===== config.mk =====
export PLATFORM = sky130hd
export DESIGN_NAME = bfhc_cell
export DESIGN_NICKNAME = d
export VERILOG_FILES = /design/src/bfhc_pkg.sv /design/src/bfhc_cell.sv
export SDC_FILE = /design/constraint.sdc
export NUM_CORES = 1
export LEC_CHECK = 0
export ABC_AREA = 1
export BUFFER_PORTS_ARGS = -buffer_cell sky130_fd_sc_hd__buf_2
export CORE_AREA = 3 3 238 240
export DETAILED_ROUTE_END_ITERATION = 7
export DIE_AREA = 0 0 241 243
export REMOVE_ABC_BUFFERS = 1
export SYNTH_ARGS = -nofsm -noshare
export SYNTH_HDL_FRONTEND = slang
export SYNTH_SLANG_ARGS = --single-unit

===== constraint.sdc =====
create_clock -name clock -period 4.2 [get_ports clock]
set_input_delay 0.42 -clock clock [delete_from_list [all_inputs] [get_ports clock]]
set_output_delay 0.42 -clock clock [all_outputs]
set_load 0.01 [all_outputs]

===== src/bfhc_pkg.sv =====
// ----------------------------------------------------------------------------
// bfhc_pkg
// Types, codes and defaults shared by the flow hit counter table.
// ----------------------------------------------------------------------------
`default_nettype none

package bfhc_pkg;

   localparam int ENTRIES_DEFAULT = 64;
   localparam int USED_W          = 7;

   localparam logic [1:0] MODE_ADD   = 2'd0;
   localparam logic [1:0] MODE_HIT   = 2'd1;
   localparam logic [1:0] MODE_READ  = 2'd2;
   localparam logic [1:0] MODE_CLEAR = 2'd3;

   localparam logic [1:0] STATUS_OK        = 2'd0;
   localparam logic [1:0] STATUS_NOT_FOUND = 2'd1;
   localparam logic [1:0] STATUS_FULL      = 2'd2;
   localparam logic [1:0] STATUS_BEYOND    = 2'd3;

   typedef struct packed {
      logic [1:0]         mode;
      logic [7:0]         protocol;
      logic [7:0]         action;
      logic [7:0]         hook;
      logic [31:0]        src_addr;
      logic [31:0]        dst_addr;
      logic [15:0]        sport;
      logic [15:0]        dport;
      logic signed [7:0]  why;
      logic [31:0]        hits_init;
      logic [31:0]        now;
      logic [5:0]         slot;
   } req_type;

   typedef struct packed {
      logic [1:0]         status;
      logic [7:0]         out_protocol;
      logic [7:0]         out_action;
      logic [7:0]         out_hook;
      logic [31:0]        out_src_addr;
      logic [31:0]        out_dst_addr;
      logic [15:0]        out_sport;
      logic [15:0]        out_dport;
      logic signed [7:0]  out_why;
      logic [31:0]        out_hits;
      logic [31:0]        out_time;
      logic [USED_W-1:0]  used;
   } rsp_type;

   typedef struct packed {
      logic [7:0]         protocol;
      logic [7:0]         action;
      logic [7:0]         hook;
      logic [31:0]        src_addr;
      logic [31:0]        dst_addr;
      logic [15:0]        sport;
      logic [15:0]        dport;
      logic [7:0]         why;
      logic [31:0]        hits;
      logic [31:0]        stamp;
   } record_type;

   // broadcast from the controller to every cell
   typedef struct packed {
      logic               shift;
      logic               cmp;
      logic [31:0]        now;
      record_type         key;
   } cell_ctl_type;

endpackage

`default_nettype wire


===== src/bfhc_cell.sv =====
// ----------------------------------------------------------------------------
// bfhc_cell
// One table entry: holds a record, shifts from its newer neighbor on add,
// compares against the broadcast key and applies a hit update.
// ----------------------------------------------------------------------------
`default_nettype none

module bfhc_cell #(
   parameter int INDEX = 0,
   parameter int CNT_W = 7
) (
   input  logic                  clock,
   input  logic                  reset,
   input  bfhc_pkg::cell_ctl_type ctl,
   input  logic [CNT_W-1:0]      count,
   input  bfhc_pkg::record_type  prev_rec,
   input  logic                  upd,
   output bfhc_pkg::record_type  rec,
   output logic                  match
);
   import bfhc_pkg::*;

   record_type rec_ff, rec_in;
   logic       match_ff, match_in;
   logic       live, base, fwd, rev;

   always_comb begin
      live = (INDEX < int'(count));
      base = (rec_ff.protocol == ctl.key.protocol) && (rec_ff.action == ctl.key.action) &&
             (rec_ff.hook == ctl.key.hook) && (rec_ff.why == ctl.key.why);
      fwd  = (rec_ff.src_addr == ctl.key.src_addr) && (rec_ff.dst_addr == ctl.key.dst_addr) &&
             (rec_ff.sport == ctl.key.sport) && (rec_ff.dport == ctl.key.dport);
      rev  = (rec_ff.src_addr == ctl.key.dst_addr) && (rec_ff.dst_addr == ctl.key.src_addr) &&
             (rec_ff.sport == ctl.key.dport) && (rec_ff.dport == ctl.key.sport);
      match_in = ctl.cmp && live && base && (fwd || rev);

      rec_in = rec_ff;
      if (ctl.shift) begin
         rec_in = prev_rec;
      end else if (upd) begin
         rec_in.hits  = rec_ff.hits + 32'd1;
         rec_in.stamp = ctl.now;
      end
   end

   always_ff @(posedge clock) begin
      rec_ff <= rec_in;
      if (reset) begin
         match_ff <= 1'b0;
      end else begin
         match_ff <= match_in;
      end
   end

   assign rec   = rec_ff;
   assign match = match_ff;

endmodule

`default_nettype wire


==> metrics.md <==
| Metric | Value |
|---|---|
| Outcome | finished, final reports clean |
| CP bufs+invs | 0 |
| Design area | 15400 sq um |
| Critical path arrival | 2270 ps |
| H-tree Lvls | 4 |
| Skew final | 18.1 ps |
| Min-Delay Endpoint | rec[70]$_DFFE_PP_ |
| CP required | 4450 ps |
| Die Footprint | 58600 sq um |
| DR WL/cell | approximately 17 microns |
| Post-Syn Instances | about 1300 |
| HPWL Detailed | 38800 microns |
| Internal power | 0.00357 W |
| Placed Instance Area | 14700 sq um |
| Row cnt | 86 |
| Logic pwr share | 0.197 |
| Fin Hold WS | between 100 and 150 ps |
| Number of library cell types mapped by synthesis | 43 |
| P_leak | 7.77 nW |
| Switching pwr | 0.00171 W |
| RSZ-0062 raised after global routing | false |
| GP Congestion | around 0.84 |
| Skew-Pair Late Insertion Delay | 490 ps |
| Global-route wire length before repair | between 60000 and 70000 microns |
| Initial DRC Count | 386 |
| Vias | 10500 |
| EDFF count, synth | between 150 and 200 |
| Crit-path max cell delay | 490 ps |
| Commonest non-fill, non-tap cell in the layout | buf_2 |
| Layout cells sized above 1 | 0.327 |
| Clock power frac | 0.332 |
| R2R Path End | rec[60]$_DFFE_PP_ |
| Vias in the first global route | roughly 10000 |
| TritonCTS clock tree | yes |
| FF-to-FF path depth | 11 |
| Via density | approximately 4 |
| Ys Warns | 0 |
| Period minus WS final | 2010 ps |
| Critical path's top delay family | simple AND/OR/NAND/NOR gates |
| Worst-path clk slew | 90 ps |
| Core Area | 54900 sq um |
| Largest net degree at the start of global routing | 127 |
| Mapped Area | 11000 sq um |
| Reg-to-Reg Start | rec[32]$_DFFE_PP_ |
| CP Capture Type | flip-flop |
| Seq/Total Area, Yosys | 0.524 |
| CTS root buf | clkbuf_16 |
| GRT Total Usage | 0.150 |
| CTS buffer count | 17 |
| R2r setup slk | 2190 ps |
| Area growth syn-to-layout | 39.1% |
| Hold Buf Count CTS | 0 |
| Crit start category | flip-flop |
| Final hold vios | 0 |
| Post-Syn Area per Cell | 8.24 sq um |
| Headroom to the max-slew limit | 0.484 |
| Final ANT Viol Nets | 0 |
| Sink Count | a little under 200 |
| Ports | 621 |
| Async S/R FF share, synth | 0 |
| Worst-Margin Slew | slightly below 800 ps |
| HP Start | prev_rec[70] |
| Max-slew violations | 0 |
| Clock tree buffer depth | 2 |
| Initial antenna violation count | 25 |
| Pwr Density | 343 nW/um^2 |
| Setup Viol. Count Final | 0 |
| Sequential share of power | 0.471 |
| # Max-Cap Violations | 0 |
| IO buf count | 556 |
| Starting Density | 0.201 |
| Most frequent cells in the layout | 555 x buf_2, 535 x nand2_1, 192 x edfxtp_1, 184 x nor2_1, 179 x inv_1 |
| GRT overflow | 0 |
| Sw frac | 0.323 |
| CP Cell Sequence | ha_1 > nand2_2 > nor2_4 > nand2_2 > nor2_4 > nand3_4 > nor2_4 > nand2_2 > xnor2_1 > nand2_1 > nand2_1 |
| Crit Path Max Fanout | 4 |
| Post-cts resize count | 0 |
| DRC | 0 |
| Post-Route Setup TNS | 0 ps |
| Critical-path cell with the highest stage delay | edfxtp_1 |
| Peak VDD IR | a little under 0.0003 V |
| Crit path from | rec[32]$_DFFE_PP_ |
| Total setup buffers inserted after CTS | 0 |
| Fmax | just under 500 MHz |
| Die height | 243 microns |
| Die W | 241 microns |
| Hold Path Depth | 1 |
| Worst Hold Class | in2reg |
| Dominant synthesized flop cell | edfxtp_1 |
| Drt pass-1 iters | 4 |
| Layout Nets | 2335 |
| WL final | about 46000 microns |
| Period utilization | 0.479 |
| Critical path class | reg2reg |
| Synthesis-stage register bit count | 193 |
-- worst max-delay path by stage --
stage | cells past startpoint | slack [ps] | to
3_3_place_gp | 6 | 1680 | rec[58]$_DFFE_PP_
4_1_cts | 8 | 2140 | match$_SDFF_PP0_
2_1_floorplan | 11 | 2400 | rec[60]$_DFFE_PP_
6_report | 11 | 2190 | rec[60]$_DFFE_PP_
3_5_place_dp | 6 | 1670 | rec[58]$_DFFE_PP_
5_1_grt | 9 | 2030 | match$_SDFF_PP0_
-- flip-flops by register name (all words and copies together), names as in the netlist --
name   count
match      1
rec      192
-- kinds of logic after synthesis --
group,after synthesis,share of synthesized area
xor gates and xnor gates,117,0.0928
adders and majority gates,1,0.00113
buffers and inverters,200,0.0686
AOI/OAI and AO/OA,57,0.0299
DFF,193,0.524
and+or+nand+nor,772,0.284
-- power groups by stage --
stage          Clock [W]  Sequential, W  Combinational [W]
5_1_grt          0.00189        0.00251            0.00116
2_1_floorplan          0        0.00257           0.000396
4_1_cts          0.00184        0.00249            0.00106
6_report         0.00175        0.00248            0.00104
3_5_place_dp           0        0.00253            0.00106
3_3_place_gp           0        0.00253            0.00105
-- Yosys cell counts (all sizes together) (3+ instances only) --
master    n  area [sq um]
nor2    190           762
nand3    15          92.6
nor3     13           130
nand4     5          43.8
a22o      3          26.3
edfxtp  192          5770
xnor2    10          87.6
a21oi     8          40.0
inv     184           693
o21ai    29           145
clkbuf   13          48.8
nand2   542          2060
o22ai     7          43.8
xor2    107           937
a31oi     3          18.8
-- metrics by stage --
step                      power [W]  std cells  utilization  setup WS [ps]
after CTS                   0.00539       2623        0.279           2140
after detailed placement    0.00359       2591        0.268           1670
after floorplan             0.00297       1326            -           2400
final                       0.00527       2635        0.280           2190
after global placement      0.00357       2591        0.268           1680
after global routing        0.00556       2634        0.280           2030
-- layer usage --
metal / GRT usage / up-vias / part of all wire
met5: 0 / - / 0.0041
met4: 0.0805 / 26 / 0.047
met3: 0.0608 / 84 / 0.097
met2: 0.269 / 448 / 0.50
met1: 0.145 / 4609 / 0.35
li1: - / 5323 / -
-- final cells by class --
| cell class | instances | area [sq um] |
|---|---|---|
| Tap cell | 704 | 881 |
| Clock buffer | 17 | 425 |
| Antenna cell | 12 | 30.0 |
| Clock inverter | 15 | 198 |
| Timing Repair Buffer | 561 | 2840 |
| Inverter | 186 | 702 |
| Fill cell | 6035 | 39500 |
| Multi-Input combinational cell | 947 | 4500 |
| Sequential cell | 193 | 5790 |
-- worst reg2reg max path: stages, from the launching register on --
cell and delay, ps:
edfxtp_1 490, ha_1 230, nand2_2 100, nor2_4 120, nand2_2 80, nor2_4 190
nand3_4 140, nor2_4 130, nand2_2 60, xnor2_1 130, nand2_1 60, nand2_1 40
Power figures use the tool's default switching activity.
